===== src/rtl/gae_advantage_scan_defines.svh =====
// ----------------------------------------------------------------------------
// gae_advantage_scan_defines
// assertion macros used by the advantage scan
// ----------------------------------------------------------------------------
`ifndef GAE_ADVANTAGE_SCAN_DEFINES_SVH
`define GAE_ADVANTAGE_SCAN_DEFINES_SVH

// same-cycle implication
`define GAE_ASSERT_IMP(lbl, pre, post, msg) \
  lbl: assert property (@(posedge clk) disable iff (!rst_n) (pre) |-> (post)) \
    else $error(msg);

// next-cycle implication
`define GAE_ASSERT_NXT(lbl, pre, post, msg) \
  lbl: assert property (@(posedge clk) disable iff (!rst_n) (pre) |=> (post)) \
    else $error(msg);

`endif


===== src/rtl/gae_pkg.sv =====
// ----------------------------------------------------------------------------
// gae_pkg
// types, constants and helper functions of the advantage scan
// ----------------------------------------------------------------------------
`timescale 1ns / 1ps

package gae_pkg;

  localparam int VALUE_W   = 32;
  localparam int SUM_W     = 48;
  localparam int GAIN_W    = 17;
  localparam int SCALE_W   = 32;
  localparam int CLIP_W    = 31;
  localparam int KIND_W    = 2;
  localparam int FRAC_W    = 17;
  localparam int FRAC_BITS = 16;
  localparam int Q_SHIFT   = 16;
  localparam int ADDR_W    = 4;
  localparam int DATA_W    = 32;

  localparam int MUL_W  = VALUE_W + 1;
  localparam int PROD_W = 2 * MUL_W;
  localparam int WIDE_W = PROD_W - Q_SHIFT;
  localparam int TERM_W = VALUE_W + 1;
  localparam int CNT_W  = $clog2(FRAC_BITS);

  localparam logic [GAIN_W-1:0] GAIN_ONE = GAIN_W'(1) << Q_SHIFT;
  localparam logic [FRAC_W-1:0] FRAC_ONE = FRAC_W'(1) << FRAC_BITS;

  localparam logic [GAIN_W-1:0]  DISCOUNT_RST    = GAIN_W'(64881);
  localparam logic [GAIN_W-1:0]  TRACE_DECAY_RST = GAIN_W'(62259);

  localparam logic signed [WIDE_W-1:0] SAT_HI =
    {{(WIDE_W-VALUE_W+1){1'b0}}, {(VALUE_W-1){1'b1}}};
  localparam logic signed [WIDE_W-1:0] SAT_LO = ~SAT_HI;

  localparam logic [KIND_W-1:0] KIND_DONE  = 2'd1;
  localparam logic [KIND_W-1:0] KIND_TRUNC = 2'd2;

  localparam logic [1:0] REG_DISCOUNT    = 2'd0;
  localparam logic [1:0] REG_TRACE_DECAY = 2'd1;
  localparam logic [1:0] REG_SCALE       = 2'd2;
  localparam logic [1:0] REG_CLIP        = 2'd3;

  typedef struct packed {
    logic signed [VALUE_W-1:0] reward;
    logic signed [VALUE_W-1:0] value_pred;
    logic signed [VALUE_W-1:0] bootstrap_value;
    logic signed [VALUE_W-1:0] trunc_value;
    logic [KIND_W-1:0]         terminal_kind;
    logic                      first;
    logic                      last;
  } in_item_t;

  typedef struct packed {
    logic signed [VALUE_W-1:0] advantage;
    logic signed [VALUE_W-1:0] target_value;
    logic signed [VALUE_W-1:0] return_value;
    logic [FRAC_W-1:0]         clip_fraction;
    logic                      batch_end;
  } out_item_t;

  typedef struct packed {
    logic signed [MUL_W-1:0] a;
    logic signed [MUL_W-1:0] b;
  } mul_op_t;

  typedef struct packed {
    logic busy;
    logic done;
  } frac_sts_t;

  function automatic logic signed [VALUE_W-1:0] sat_val(input logic signed [WIDE_W-1:0] v);
    logic signed [WIDE_W-1:0] r;
    r = v;
    if (v > SAT_HI) r = SAT_HI;
    if (v < SAT_LO) r = SAT_LO;
    return r[VALUE_W-1:0];
  endfunction

  function automatic logic [VALUE_W-1:0] abs_val(input logic signed [VALUE_W-1:0] v);
    logic [VALUE_W-1:0] u;
    u = v;
    return v[VALUE_W-1] ? (~u) + 1'b1 : u;
  endfunction

  function automatic logic [SUM_W-1:0] sat_add(input logic [SUM_W-1:0] a,
                                               input logic [VALUE_W-1:0] b);
    logic [SUM_W:0] s;
    s = {1'b0, a} + (SUM_W+1)'(b);
    return s[SUM_W] ? {SUM_W{1'b1}} : s[SUM_W-1:0];
  endfunction

endpackage


===== src/rtl/gae_mul.sv =====
// ----------------------------------------------------------------------------
// gae_mul
// shared signed multiplier, registered product, floor shift to q34.16
// ----------------------------------------------------------------------------
`timescale 1ns / 1ps

module gae_mul
  import gae_pkg::*;
(
  input  logic                     clk,
  input  mul_op_t                  op,
  output logic signed [WIDE_W-1:0] res
);

  logic signed [PROD_W-1:0] prod_r;

  always_ff @(posedge clk) begin
    prod_r <= op.a * op.b;
  end

  assign res = prod_r[PROD_W-1:Q_SHIFT];

endmodule


===== config.mk =====
export PLATFORM = sky130hd
export DESIGN_NAME = gae_mul
export DESIGN_NICKNAME = d
export VERILOG_FILES = /design/src/rtl/gae_advantage_scan_defines.svh /design/src/rtl/gae_pkg.sv /design/src/rtl/gae_mul.sv
export SDC_FILE = /design/constraint.sdc
export NUM_CORES = 2
export LEC_CHECK = 0
export ABC_AREA = 0
export BUFFER_PORTS_ARGS = -buffer_cell sky130_fd_sc_hd__buf_2
export CAP_MARGIN = 10
export CORE_MARGIN = 4
export CORE_UTILIZATION = 45
export DETAILED_ROUTE_END_ITERATION = 12
export GPL_ROUTABILITY_DRIVEN = 0
export PLACE_DENSITY_LB_ADDON = 0.15
export SKIP_LAST_GASP = 1
export SLEW_MARGIN = 10
export SYNTH_ARGS = -nofsm -noshare
export SYNTH_HDL_FRONTEND = slang
export SYNTH_SLANG_ARGS = --single-unit

===== constraint.sdc =====
create_clock -name clk -period 17.1 [get_ports clk]
set_clock_uncertainty 0.15 [all_clocks]
set_input_delay 1.71 -clock clk [delete_from_list [all_inputs] [get_ports clk]]
set_output_delay 1.71 -clock clk [all_outputs]
set_load 0.01 [all_outputs]

======== After elaboration in Yosys (flattened, before gate mapping) ========
Cells that the tools add are included.
word-level totals
  output and inout port bits .............. 50
  register bits ........................... 66
operators by class
  multiply operators ...................... 1
operator list
  cell                                            number
  33-bit by 33-bit multiplier with 66-bit output  1

======== Logic depth before layout (Yosys ltp) ========
  depth in word-level cells ............... 1
  mapped depth ............................ 29

======== Worst setup path after synthesis ========
OpenSTA, ideal clock, no wires.
  path type ............................... input-to-reg
  from .................................... input op[65] in the netlist's numbering
  to ...................................... register prod_r[63]
  data required time ...................... 16878 ps
  stages .................................. 25
  data arrival time ....................... 9053 ps
  slack ................................... 7825 ps
  cells stage by stage .................... clkbuf_1 nand2_1 inv_1 fa_1 inv_1 fa_1 inv_1 fa_1 inv_1 fa_1 inv_1 fa_1 fa_1 fa_1 inv_1 fa_1 inv_1 ha_1 a21o_1 a21o_1 a221oi_1 o31ai_1 nand2b_2 a221oi_2 xnor2_1
between the ends
  longest elaborated chain between the ends .. 1
ends and longest elaborated chain
  what                                            RTL line       RTL
  start, declared                                 gae_mul.sv:11  input mul_op_t op,
  33-bit by 33-bit multiplier with 66-bit output  gae_mul.sv:18  prod_r <= op.a * op.b;
  end signal, assigned                            gae_mul.sv:18
  end, declared                                   gae_mul.sv:15  logic signed [PROD_W-1:0] prod_r;
Every way passes these cells.

======== Worst setup path in the final report ========
  from .................................... input op[50] in the netlist's numbering
  to ...................................... register prod_r[44]
The elaborated chain is that of the path after synthesis.

==> impl_metrics.py <==
metrics = {
    "outcome": {
        "status": "completed",
    },
    "timing": {
        "finalCritPeriodShare_pct": 57.0,
        "hold_viol_final": 0,
        "rsz0062_at_grt": "no",
        "finalSetupViolations": 0,
        "slew_headroom_pct": 34.2,
        "finalMaxSlewViolations": 0,
        "fmax_mhz": 103,
        "fin_crit_ns": 9.74,
        "tightestPinTransition_ns": 0.986,
        "finalSetupTns_ns": 0,
    },
    "finish": {
        "reg_top3": "prod_r (50)",
        "largest-register": "prod_r",
        "drive_gt1_share_pct": 3.80,
        "final.fill_count": 8424,
        "syn_to_final_growth_pct": 3.83,
        "nNetsFinal": 5527,
        "largest_reg_flops": 50,
    },
    "grt": {
        "grt_first_pass_wirelength_um": 171000,
        "grt_overflow": 0,
        "antenna_found_initial": 7,
        "track_usage_pct": 24.4,
        "grt_pass1_vias": 29800,
        "grt_max_degree": 34,
    },
    "die": {
        "io_pins": 117,
        "die-area_sq_um": 92200,
        "die_x_um": 304,
        "rows": 108,
        "die_h_um": 304,
        "core_sq_um": 86800,
        "initial_core_util_pct": 45.3,
    },
    "detailed_routing": {
        "route.detailed.drc": 0,
        "ant_nets": 0,
        "drtIter0Drc": 1284,
        "totalWireLength_um": 104000,
        "drtPass1Iterations": 5,
        "via_per_inst": 4.97,
        "routedWlPerCell_um": 19.7,
        "num_vias": 26200,
    },
    "critical_path": {
        "required_ns": 17.18,
        "crit_family": "adder cells",
        "startpoint_type": "input pin",
        "crit_arrival_ns": 9.82,
        "cp_max_fo": 33,
        "worstSetupPathType": "in2reg",
        "crit_path_end_kind": "flip-flop",
        "worst_path_most_repeated_cell": "fa_1",
        "crit_slowest_cell": "buf_2",
        "max_stage_delay_ns": 0.70,
        "critPathBufInv": 6,
    },
    "logic_synthesis": {
        "syn-cell-area_sq_um": 39300,
        "ys_seq_area_share_pct": 2.55,
        "synth_fp_nets": 5598,
        "synthDistinctLibCells": 57,
        "synth_area_leaders": "fa_1 58%, inv_1 11%, and2_1 8.6%, ha_1 6.7%, nand2_1 5.2%",
        "syn_inst": 4175,
        "yosys.area.top_type": "fa_1",
        "synthTopCellsByCount": "1144 x fa_1, 1129 x inv_1, 546 x nand2_1",
        "ys_seq_elements": 50,
        "yosysMostFrequentCell": "fa_1",
        "yosys_warnings": 0,
        "postSynthAreaPerCell_sq_um": 9.42,
        "yosysTopAreaCellShare_pct": 58.3,
        "synth_edf_count": 0,
        "ys.flop_type": "dfxtp_1",
        "async_reset_ff_share_pct": 0,
    },
    "clock_network": {
        "ctsHoldBuffers": 0,
        "cts_setup_buffers": 0,
        "max-clock-path-buffers": 2,
        "clk_pin_slew_ns": 0.08,
        "cts_made_buffers": 5,
        "cts_root_buffer": "clkbuf_16",
        "cts_resized": 0,
        "cts_sinks": 50,
        "cts_tree": "yes",
        "htree_levels": 2,
    },
    "job": {
        "maxCapViolCount": 0,
    },
    "worst_hold_path": {
        "hold_depth": 1,
        "hold_end": "res[33]",
        "min_path_type": "reg2out",
        "hold_start": "prod_r[49]",
    },
    "place": {
        "hpwl_um": 84900,
        "port_buffers": 116,
    },
}
==> layout by cell type, fill, tap and decap left out, types with 3 or more instances in the layout <==
cell       instances
dfxtp_1           50
o21ai_0           21
diode_2            5
xor2_1            23
buf_2            116
o21bai_1           5
nor2b_1            7
nor2_1            49
a31oi_1            8
fa_1            1144
nand2_1          546
and3_1             8
a21oi_1           56
o21ai_2            3
a21o_1            31
xnor2_1           44
buf_4             11
o211ai_1           5
nor3_1             3
o21a_1             8
nand2b_1           9
nand4_1            9
o21ai_1            9
inv_1           1129
and2_1           542
nand3_1           12
clkbuf_16          5
ha_1             212
==> layer usage <==
| metal | global-route usage, % | wire length (um) |
|---|---|---|
| met1 | 33.0 | 44200 |
| met2 | 42.2 | 51800 |
| met3 | 3.34 | 5700 |
| met4 | 5.17 | 2140 |
| met5 | 0 | 41 |
==> per-stage QoR <==
step	hold WS, ns	util [%]	instance area (sq um)	instances	setup WS [ns]
floorplan	1.86	-	39300	4175	7.83
global placement	1.96	46.9	40600	5252	7.01
detailed placement	1.96	46.9	40600	5252	7.00
CTS	2.36	47.0	40800	5260	7.38
global route	2.36	47.0	40800	5260	6.94
finish	2.33	47.0	40800	5265	7.36
==> how the worst max path moves through the flow <==
stage,startpoint,to,cells past startpoint
detailed placement,op[65],prod_r[63],26
finish,op[50],prod_r[44],26
floorplan,op[65],prod_r[63],25
CTS,op[65],prod_r[63],26
global placement,op[65],prod_r[63],26
global route,op[65],prod_r[63],27
==> layout make-up <==
cell class,instances,area [sq um],area share [%]
well taps,1155,1450,3.54
repair buffers,127,663,1.62
flip-flops and latches,50,1000,2.45
multi-input cells,2791,33300,81.6
diodes,5,12.5,0.0307
inverters,1129,4240,10.4
clock inverters,2,16.3,0.0399
clock buffers,6,139,0.340
==> cell families after synthesis <==
family,share of synthesized area [%]
AOI/OAI and AO/OA,2.92
xor gates and xnor gates,1.49
adders and majority gates,65.0
buffers and inverters,12.7
DFF,2.55
and+or+nand+nor,15.3
Power is left out: the tool's default activity adds up to more than one toggle a clock period on the data nets, which glitch-free logic cannot reach.
