### src/rtl/gae_advantage_scan_defines.svh
// ----------------------------------------------------------------------------
// gae_advantage_scan_defines
// assertion macros used by the advantage scan
// ----------------------------------------------------------------------------
`ifndef GAE_ADVANTAGE_SCAN_DEFINES_SVH
`define GAE_ADVANTAGE_SCAN_DEFINES_SVH

// same-cycle implication
`define GAE_ASSERT_IMP(lbl, pre, post, msg) \
  lbl: assert property (@(posedge clk) disable iff (!rst_n) (pre) |-> (post)) \
    else $error(msg);

// next-cycle implication
`define GAE_ASSERT_NXT(lbl, pre, post, msg) \
  lbl: assert property (@(posedge clk) disable iff (!rst_n) (pre) |=> (post)) \
    else $error(msg);

`endif

### src/rtl/gae_pkg.sv
// ----------------------------------------------------------------------------
// gae_pkg
// types, constants and helper functions of the advantage scan
// ----------------------------------------------------------------------------
`timescale 1ns / 1ps

package gae_pkg;

  localparam int VALUE_W   = 32;
  localparam int SUM_W     = 48;
  localparam int GAIN_W    = 17;
  localparam int SCALE_W   = 32;
  localparam int CLIP_W    = 31;
  localparam int KIND_W    = 2;
  localparam int FRAC_W    = 17;
  localparam int FRAC_BITS = 16;
  localparam int Q_SHIFT   = 16;
  localparam int ADDR_W    = 4;
  localparam int DATA_W    = 32;

  localparam int MUL_W  = VALUE_W + 1;
  localparam int PROD_W = 2 * MUL_W;
  localparam int WIDE_W = PROD_W - Q_SHIFT;
  localparam int TERM_W = VALUE_W + 1;
  localparam int CNT_W  = $clog2(FRAC_BITS);

  localparam logic [GAIN_W-1:0] GAIN_ONE = GAIN_W'(1) << Q_SHIFT;
  localparam logic [FRAC_W-1:0] FRAC_ONE = FRAC_W'(1) << FRAC_BITS;

  localparam logic [GAIN_W-1:0]  DISCOUNT_RST    = GAIN_W'(64881);
  localparam logic [GAIN_W-1:0]  TRACE_DECAY_RST = GAIN_W'(62259);

  localparam logic signed [WIDE_W-1:0] SAT_HI =
    {{(WIDE_W-VALUE_W+1){1'b0}}, {(VALUE_W-1){1'b1}}};
  localparam logic signed [WIDE_W-1:0] SAT_LO = ~SAT_HI;

  localparam logic [KIND_W-1:0] KIND_DONE  = 2'd1;
  localparam logic [KIND_W-1:0] KIND_TRUNC = 2'd2;

  localparam logic [1:0] REG_DISCOUNT    = 2'd0;
  localparam logic [1:0] REG_TRACE_DECAY = 2'd1;
  localparam logic [1:0] REG_SCALE       = 2'd2;
  localparam logic [1:0] REG_CLIP        = 2'd3;

  typedef struct packed {
    logic signed [VALUE_W-1:0] reward;
    logic signed [VALUE_W-1:0] value_pred;
    logic signed [VALUE_W-1:0] bootstrap_value;
    logic signed [VALUE_W-1:0] trunc_value;
    logic [KIND_W-1:0]         terminal_kind;
    logic                      first;
    logic                      last;
  } in_item_t;

  typedef struct packed {
    logic signed [VALUE_W-1:0] advantage;
    logic signed [VALUE_W-1:0] target_value;
    logic signed [VALUE_W-1:0] return_value;
    logic [FRAC_W-1:0]         clip_fraction;
    logic                      batch_end;
  } out_item_t;

  typedef struct packed {
    logic signed [MUL_W-1:0] a;
    logic signed [MUL_W-1:0] b;
  } mul_op_t;

  typedef struct packed {
    logic busy;
    logic done;
  } frac_sts_t;

  function automatic logic signed [VALUE_W-1:0] sat_val(input logic signed [WIDE_W-1:0] v);
    logic signed [WIDE_W-1:0] r;
    r = v;
    if (v > SAT_HI) r = SAT_HI;
    if (v < SAT_LO) r = SAT_LO;
    return r[VALUE_W-1:0];
  endfunction

  function automatic logic [VALUE_W-1:0] abs_val(input logic signed [VALUE_W-1:0] v);
    logic [VALUE_W-1:0] u;
    u = v;
    return v[VALUE_W-1] ? (~u) + 1'b1 : u;
  endfunction

  function automatic logic [SUM_W-1:0] sat_add(input logic [SUM_W-1:0] a,
                                               input logic [VALUE_W-1:0] b);
    logic [SUM_W:0] s;
    s = {1'b0, a} + (SUM_W+1)'(b);
    return s[SUM_W] ? {SUM_W{1'b1}} : s[SUM_W-1:0];
  endfunction

endpackage

### src/rtl/gae_frac.sv
// ----------------------------------------------------------------------------
// gae_frac
// bit-serial fraction unit, floor(num * 2^16 / den) for num <= den
// ----------------------------------------------------------------------------
`timescale 1ns / 1ps

module gae_frac
  import gae_pkg::*;
(
  input  logic              clk,
  input  logic              rst_n,
  input  logic              start,
  input  logic [SUM_W-1:0]  num,
  input  logic [SUM_W-1:0]  den,
  output logic [FRAC_W-1:0] quot,
  output frac_sts_t         sts
);

  logic             busy_r;
  logic             done_r;
  logic [CNT_W-1:0] cnt_r;
  logic [SUM_W-1:0] rem_r;
  logic [FRAC_W-1:0] q_r;
  logic [SUM_W:0]   dbl;
  logic             ge;

  assign dbl = {rem_r, 1'b0};
  assign ge  = dbl >= {1'b0, den};

  always_ff @(posedge clk) begin
    if (!rst_n) begin
      busy_r <= 1'b0;
      done_r <= 1'b0;
      cnt_r  <= '0;
    end else begin
      done_r <= 1'b0;
      if (start) begin
        busy_r <= num < den;
        done_r <= num >= den;
        cnt_r  <= '0;
      end else if (busy_r) begin
        cnt_r <= cnt_r + 1'b1;
        if (cnt_r == CNT_W'(FRAC_BITS - 1)) begin
          busy_r <= 1'b0;
          done_r <= 1'b1;
        end
      end
    end
  end

  always_ff @(posedge clk) begin
    if (start) begin
      rem_r <= num;
      q_r   <= (num >= den) ? FRAC_ONE : '0;
    end else if (busy_r) begin
      rem_r <= ge ? dbl[SUM_W-1:0] - den : dbl[SUM_W-1:0];
      q_r   <= {q_r[FRAC_W-2:0], ge};
    end
  end

  assign quot     = q_r;
  assign sts.busy = busy_r;
  assign sts.done = done_r;

endmodule

### config.mk
export PLATFORM = sky130hd
export DESIGN_NAME = gae_frac
export DESIGN_NICKNAME = d
export VERILOG_FILES = /design/src/rtl/gae_advantage_scan_defines.svh /design/src/rtl/gae_pkg.sv /design/src/rtl/gae_frac.sv
export SDC_FILE = /design/constraint.sdc
export NUM_CORES = 1
export LEC_CHECK = 0
export BUFFER_PORTS_ARGS = -buffer_cell sky130_fd_sc_hd__buf_2
export CAP_MARGIN = 20
export CORE_UTILIZATION = 45
export CTS_CLUSTER_SIZE = 10
export DETAILED_ROUTE_END_ITERATION = 16
export PLACE_DENSITY = 0.65
export SLEW_MARGIN = 15
export SYNTH_ARGS = -nofsm -noshare
export SYNTH_HDL_FRONTEND = slang
export SYNTH_SLANG_ARGS = --single-unit
### constraint.sdc
create_clock -name clk -period 7.2 [get_ports clk]
set_input_delay 1.44 -clock clk [delete_from_list [all_inputs] [get_ports clk]]
set_output_delay 1.44 -clock clk [all_outputs]
set_load 0.05 [all_outputs]
Yosys cells after proc, flatten, opt, wreduce, memory -nomap -nowiden
Index checks and enable logic that the tools add are counted.
{ "op_classes": {"addsub": 2, "n_lt_le_gt_ge": 3, "eq_ne": 1, "muxes": 12, "n_bitwise": 1, "n_reduce_logical": 2} }
{ "ops": {"columns": ["cell", "count"], "rows": [
  ["48-bit two-way mux", 3],
  ["17-bit two-way mux", 3],
  ["49-bit by 48-bit >= comparator with 1-bit output", 1],
  ["48-bit >= comparator", 1],
  ["48-bit < comparator", 1],
  ["48-bit subtractor", 1],
  ["1-bit two-way mux", 6],
  ["4-bit by 1-bit adder with 4-bit output (second input constant)", 1],
  ["4-bit == test (second input constant)", 1],
  ["2-bit nonzero test", 1],
  ["2-bit OR reduction", 1],
  ["1-bit inverter", 1]
]} }
{ "totals": {"regBits": 71, "inputBits": 99, "output_inout_bits": 19, "wordCells": 26} }

Depth between registers and ports, before layout
Gate-level depths: netlist of the first run.
{ "logic_depth": {"depth_word": 4, "ltp_mapped": 15, "mapped_depth_nobuf": 11} }

Worst setup path after synthesis of the first run
OpenSTA, ideal clock, no wires.
{ "synth_path": {"kind": "input to register", "from": "input den[44]", "to": "register rem_r[11], data pin", "setup_ns": 0.260, "arrival_time_ns": 4.003, "required_ns": 6.940, "path_slack_ns": 2.937, "path_stages": 13, "path_buffers": 2, "path_cell_list": "inv_1 ha_1 a21oi_2 o21ai_1 a221o_1 a211o_1 a311oi_2 nand3_2 and2_4 buf_6 buf_12 mux2_4 mux2_2"} }
{ "synth_via": {"elab_chain_len": 4} }
{ "synth_rtl": {"columns": ["item", "line", "rtl"], "rows": [
  ["start: declaration", "gae_frac.sv:14", "input logic [SUM_W-1:0] den,"],
  ["49-bit by 48-bit >= comparator with 1-bit output", "gae_frac.sv:28", "assign ge = dbl >= {1'b0, den};"],
  ["48-bit two-way mux", "gae_frac.sv:56", "rem_r <= ge ? dbl[SUM_W-1:0] - den : dbl[SUM_W-1:0];"],
  ["48-bit two-way mux", "gae_frac.sv:55", "end else if (busy_r) begin"],
  ["48-bit two-way mux", "gae_frac.sv:52", "if (start) begin"],
  ["end signal: assignment", "gae_frac.sv:53", "rem_r <= num;"],
  ["end signal: assignment", "gae_frac.sv:56", null],
  ["end: declaration", "gae_frac.sv:22", "logic [SUM_W-1:0] rem_r;"]
]} }
Every way passes these cells. The select of a mux whose other input is x is not followed.
A chain may end at the register's enable or synchronous reset.

Final worst setup path of the first run
{ "layout_path": {"from": "input den[12]", "to": "register rem_r[3], data pin"} }
The elaborated chain is that of the path after synthesis.

==> impl_metrics.env, run 1 <==
export IMPL_ys_ff_latch=71
export IMPL_crit_slowest_cell="and2_4"
export IMPL_std_cell_rows=47
export IMPL_fin_nets=1149
export IMPL_clockBufferDepth=2
export IMPL_cts_root_buf="clkbuf_16"
export IMPL_status="finished, final reports clean"
export IMPL_fin_skew_ps=14.64
export IMPL_period_needed_ps=4613
export IMPL_slew_headroom=0.2743
export IMPL_coreArea_sq_um=16580
export IMPL_clkTransAtPathRegs_ps=70
export IMPL_initial_utilization=0.4607
export IMPL_cts_made_buffers=9
export IMPL_crit_family="simple AND/OR/NAND/NOR gates"
export IMPL_synthTopCellsByArea="edfxtp_1 26%, ha_1 16%, a21oi_1 6.2%"
export IMPL_ys_seq_area_frac=0.2712
export IMPL_cp_end_kind="flip-flop"
export IMPL_antenna_found_initial=0
export IMPL_clock_latency_ps=350
export IMPL_avgSynthCellArea_sq_um=8.884
export IMPL_die_y_microns=132.3
export IMPL_die_w_microns=132.3
export IMPL_r2r_start="rem_r[11]"
export IMPL_slew_violations=0
export IMPL_syn_nets=1057
export IMPL_final_setup_tns_ps=0
export IMPL_grt_overflow=0
export IMPL_cts_sinks=71
export IMPL_die_area_sq_um=17500
export IMPL_place_congestion=0.8879
export IMPL_slowest_delay_ps=690
export IMPL_grt_pass1_wl_mm=32.02
export IMPL_fmax_ghz=0.2168
export IMPL_rsz0062_at_grt="false"
export IMPL_min_to="cnt_r[1]"
export IMPL_cts_setup_buffers=0
export IMPL_synthCells=860
export IMPL_post_route_util=0.5189
export IMPL_post_dp_hpwl_mm=15.17
export IMPL_cts_tree="yes"
export IMPL_synth_cell_area_sq_um=7640
export IMPL_arrival_ps=4720
export IMPL_synthFlopType="edfxtp_1"
export IMPL_tightest_slew_ps=1072
export IMPL_total_power_uw=2487
export IMPL_min_path_cells=2
export IMPL_diodes=0
export IMPL_io_pins=118
export IMPL_seqCellArea_sq_um=2072
export IMPL_detail_route_first_pass_iterations=5
export IMPL_cp_required_ps=7310
export IMPL_crit_path_frequent_cell="mux2_2"
export IMPL_r2r_end="rem_r[3]"
export IMPL_power_density_nw_per_um2=289.0
export IMPL_async_flop_share=0
export IMPL_postCtsHoldBufs=0
export IMPL_path_class="in -> reg"
export IMPL_via_count=6667
export IMPL_fin_ws_ps=2587
export IMPL_multi_input_area_sq_um=5115
export IMPL_dpl_cell_area_sq_um=8317
export IMPL_fill_cells=1648
export IMPL_rr_worst_depth=10
export IMPL_critPathBufInv=2
export IMPL_ys_warn_count=0
export IMPL_port_buffers=117
export IMPL_path_cells="buf_2 > inv_1 > ha_1 > nand2_1 > nor4_1 > o31ai_1 > a211oi_1 > o21ai_1 > nand3_2 > and2_4 > mux2_2 > mux2_2"
export IMPL_track_usage=0.2265
export IMPL_drive_gt1_frac=0.2069
export IMPL_drt_iter0_drc=418
export IMPL_worstSetupStartpointType="input pin"
export IMPL_setup_viol=0
export IMPL_hp_class="reg -> reg"
export IMPL_antenna_left=0
export IMPL_finalWirelength_mm=19.43
export IMPL_rrSetupSlack_ps=3400
export IMPL_hold_viol=0
export IMPL_area_delta_synth_final_pct=12.64
export IMPL_grt_pass1_vias=6527
export IMPL_hold_start="cnt_r[1]"
export IMPL_synth_most_common_cell="ha_1"
export IMPL_drc=0
export IMPL_path_max_fanout=49
export IMPL_p_leak_uw=0.003952
export IMPL_timing_final_crit_share=0.6407
export IMPL_synth_top_area_frac=0.2555
export IMPL_synthTopCellsByCount="97 x ha_1, 94 x a21oi_1, 67 x inv_1, 65 x edfxtp_1, 52 x nand2_1"
export IMPL_cts_resized=0
export IMPL_synth_cell_types=70
export IMPL_ir_drop_v=0.0001590
export IMPL_routedWlPerCell_microns=16.51
export IMPL_synth_edff_count=65
export IMPL_via_per_inst=5.664
export IMPL_htreeDepth=3
export IMPL_post_place_ws_ps=2198
export IMPL_final_area_sq_um=8606
export IMPL_yosysTopAreaCell="edfxtp_1"
export IMPL_grt_start_max_net_pins=69
export IMPL_cap_violations=0
[through the flow]
| stage | hold WS, ps | instances |
|---|---|---|
| 4_1_cts | 544.2 | 1177 |
| 3_3_place_gp | 508.6 | 1161 |
| 6_report | 542.4 | 1177 |
| 3_5_place_dp | 529.3 | 1161 |
| 2_1_floorplan | 487.5 | 860 |
| 5_1_grt | 572.0 | 1177 |
[cell type report]
type,count,share of cell area
Multi-Input combinational cell,684,0.5944
Clock inverter,7,0.007415
Inverter,67,0.02922
Sequential cell,71,0.2408
Tap cell,220,0.03199
Clock buffer,9,0.02617
Timing Repair Buffer,119,0.07008
[registers in the layout, indices dropped and copies added (netlist names)]
| register | cells |
|---|---|
| cnt_r | 4 |
| quot | 17 |
| rem_r | 48 |
| done_r | 1 |
| busy_r | 1 |
[how the worst max path moves through the flow]
stage                 start   endpoint  slack [ps]  depth (start not counted)
floorplan           den[44]  rem_r[11]        2940                         13
global placement    den[12]   rem_r[3]        2320                         12
detailed placement  den[12]   rem_r[3]        2200                         12
CTS                 den[12]   rem_r[3]        2600                         12
global route        den[12]   rem_r[3]        2400                         12
finish              den[12]   rem_r[3]        2590                         12
[metal layers]
layer,wire (microns),vias up,part of all wire,GRT usage
li1,-,3371,-,-
met1,9152,3116,0.47,0.3000
met2,9251,166,0.48,0.3912
met3,808,14,0.042,0.03037
met4,220,0,0.011,0.05172
met5,0,-,0,0
[layout by cell type (no fill, tap or decap), types with 9 or more instances in the layout]
cell / instances
nand3_1: 19
ha_1: 97
o21ai_0: 44
a21oi_1: 94
o21a_1: 10
edfxtp_1: 65
mux2_2: 29
nor3_1: 12
clkbuf_16: 9
a21o_1: 36
nand4_1: 30
inv_1: 67
nor2b_1: 30
buf_2: 116
xnor2_1: 22
nor4_1: 9
nor2_1: 44
xor2_1: 14
mux2_4: 22
o21bai_1: 13
nand2_1: 52
[where the power goes]
group / leakage (uW) / internal [uW] / switching (uW)
logic: 0.00311 / 631 / 776
registers: 0.000701 / 576 / 54.0
clock network: 0.000136 / 242 / 209
total: 0.00395 / 1450 / 1040
[worst reg2reg max path: cells and delay by family (launching register included)]
kind / cells / cell delay [ps]
simple gates: 4 / 1340
compound gates: 3 / 700
mux: 2 / 680
fa+ha+maj: 1 / 440
flops: 1 / 400
[cells by family after synthesis]
kind of cell    share of synthesized area
xor+xnor                          0.04127
fa+ha+maj                          0.1615
compound gates                     0.2134
flops                              0.2712
buf+inv                           0.05929
simple gates                       0.1608
mux                               0.09253
Power figures use the tool's default switching activity.
==> inputs of run 2 (changes only) <==
--- a/config.mk
+++ b/config.mk
@@ -10,7 +10,7 @@
 export CORE_UTILIZATION = 45
 export CTS_CLUSTER_SIZE = 10
 export DETAILED_ROUTE_END_ITERATION = 16
-export PLACE_DENSITY = 0.65
+export PLACE_DENSITY = 0.67
 export SLEW_MARGIN = 15
 export SYNTH_ARGS = -nofsm -noshare
 export SYNTH_HDL_FRONTEND = slang
==> constraint.sdc (replaced) <==
create_clock -name clk -period 4 [get_ports clk]
set_input_delay 0.8 -clock clk [delete_from_list [all_inputs] [get_ports clk]]
set_output_delay 0.8 -clock clk [all_outputs]
set_load 0.05 [all_outputs]
==> impl_metrics.env, run 2 (synthesized netlist as in run 1, its figures left out) <==
export IMPL_status="finished, final reports clean"
export IMPL_timing_final_crit_share=0.9069
export IMPL_slew_headroom=0.4378
export IMPL_grt_pass1_wl_mm=31.66
export IMPL_path_max_fanout=5
export IMPL_drt_iter0_drc=391
export IMPL_min_path_cells=2
export IMPL_cap_violations=0
export IMPL_p_leak_uw=0.004122
export IMPL_fill_cells=1622
export IMPL_placed_cells=1192
export IMPL_place_congestion=0.9180
export IMPL_period_needed_ps=3627
export IMPL_final_cell_mix="116 x buf_2, 97 x ha_1, 94 x a21oi_1"
export IMPL_cts_setup_buffers=0
export IMPL_via_count=6798
export IMPL_largest_reg_flops=48
export IMPL_detail_route_first_pass_iterations=5
export IMPL_htreeDepth=3
export IMPL_largest_register="rem_r"
export IMPL_fin_skew_ps=5.853
export IMPL_final_setup_tns_ps=0
export IMPL_r2r_end="rem_r[28]"
export IMPL_fin_nets=1180
export IMPL_port_buffers=117
export IMPL_std_cell_rows=47
export IMPL_cts_sinks=71
export IMPL_slew_violations=0
export IMPL_via_per_inst=5.627
export IMPL_worstSetupStartpointType="input pin"
export IMPL_rrSetupSlack_ps=580
export IMPL_grt_overflow=0
export IMPL_rsz0062_at_grt="false"
export IMPL_coreArea_sq_um=16580
export IMPL_total_power_uw=4661
export IMPL_cp_required_ps=4110
export IMPL_io_pins=118
export IMPL_initial_utilization=0.4607
export IMPL_path_class="in -> reg"
export IMPL_antenna_left=0
export IMPL_diodes=0
export IMPL_routedWlPerCell_microns=16.14
export IMPL_final_cells=1208
export IMPL_die_area_sq_um=17500
export IMPL_post_dp_hpwl_mm=15.61
export IMPL_hp_class="reg -> reg"
export IMPL_r2r_start="rem_r[0]"
export IMPL_finalWirelength_mm=19.50
export IMPL_cts_tree="yes"
export IMPL_cts_made_buffers=9
export IMPL_die_y_microns=132.3
export IMPL_cts_root_buf="clkbuf_16"
export IMPL_area_delta_synth_final_pct=16.15
export IMPL_track_usage=0.2278
export IMPL_fmax_ghz=0.2757
export IMPL_tightest_slew_ps=830.2
export IMPL_rr_worst_depth=12
export IMPL_grt_pass1_vias=6519
export IMPL_power_density_nw_per_um2=525.3
export IMPL_drive_gt1_frac=0.2318
export IMPL_postCtsHoldBufs=0
export IMPL_die_w_microns=132.3
export IMPL_clockBufferDepth=2
export IMPL_cp_end_kind="flip-flop"
export IMPL_setup_viol=0
export IMPL_hold_start="cnt_r[1]"
export IMPL_clkTransAtPathRegs_ps=60
export IMPL_cts_resized=0
export IMPL_ir_drop_v=0.0002440
export IMPL_antenna_found_initial=0
export IMPL_layout_commonest_cell="buf_2"
export IMPL_hold_viol=0
export IMPL_grt_start_max_net_pins=71
export IMPL_arrival_ps=3740
export IMPL_min_to="cnt_r[1]"
export IMPL_clock_latency_ps=360
export IMPL_drc=0
-- run 2: final cells by class --
class | instances | area (sq um) | area share
Multi-Input combinational cell | 684 | 5115 | 0.5764
Sequential cell | 71 | 2072 | 0.2335
Timing Repair Buffer | 150 | 848.3 | 0.09560
Tap cell | 220 | 275.3 | 0.03102
Inverter | 67 | 251.5 | 0.02834
Clock buffer | 9 | 225.2 | 0.02538
Clock inverter | 7 | 86.33 | 0.009729
-- run 2: stage by stage --
stage	setup WS, ps	hold slack [ps]	util	area (sq um)
finish	372.5	533.3	0.5351	8874
global route	140.8	577.2	0.5351	8874
CTS	450.1	549.9	0.5351	8874
detailed placement	74.28	530.2	0.5163	8562
global placement	121.7	512.0	0.5163	8562
floorplan	377.0	487.5	-	7640
-- run 2: layer usage --
layer	track usage	share of wire	vias up
met5	0	0	-
met4	0.09004	0.022	0
met3	0.02960	0.046	28
met2	0.3748	0.46	186
met1	0.3035	0.47	3139
li1	-	-	3445
-- run 2: how the worst max path moves through the flow --
stage,startpoint,end,slack [ps],cells past startpoint
2_1_floorplan,den[44],rem_r[11],380,13
3_3_place_gp,den[9],rem_r[37],120,13
3_5_place_dp,den[0],rem_r[28],70,12
4_1_cts,den[0],rem_r[28],450,12
5_1_grt,den[9],rem_r[37],140,13
6_report,den[0],rem_r[28],370,12
-- run 2: power breakdown --
| part | switching (uW) | leakage, uW | internal (uW) | total, uW |
|---|---|---|---|---|
| combinational | 1430 | 0.00327 | 1230 | 2660 |
| sequential | 90.7 | 0.000701 | 1040 | 1130 |
| clock | 378 | 0.000151 | 499 | 876 |
| total | 1900 | 0.00412 | 2760 | 4660 |
-- run 2: critical path: stages --
cell,delay [ps]
buf_2,130
fa_1,480
nor2b_1,190
o21bai_1,120
a21oi_1,230
nor3_1,90
buf_4,150
o311ai_1,690
a21oi_1,200
xnor2_1,160
mux2_4,250
mux2_2,250
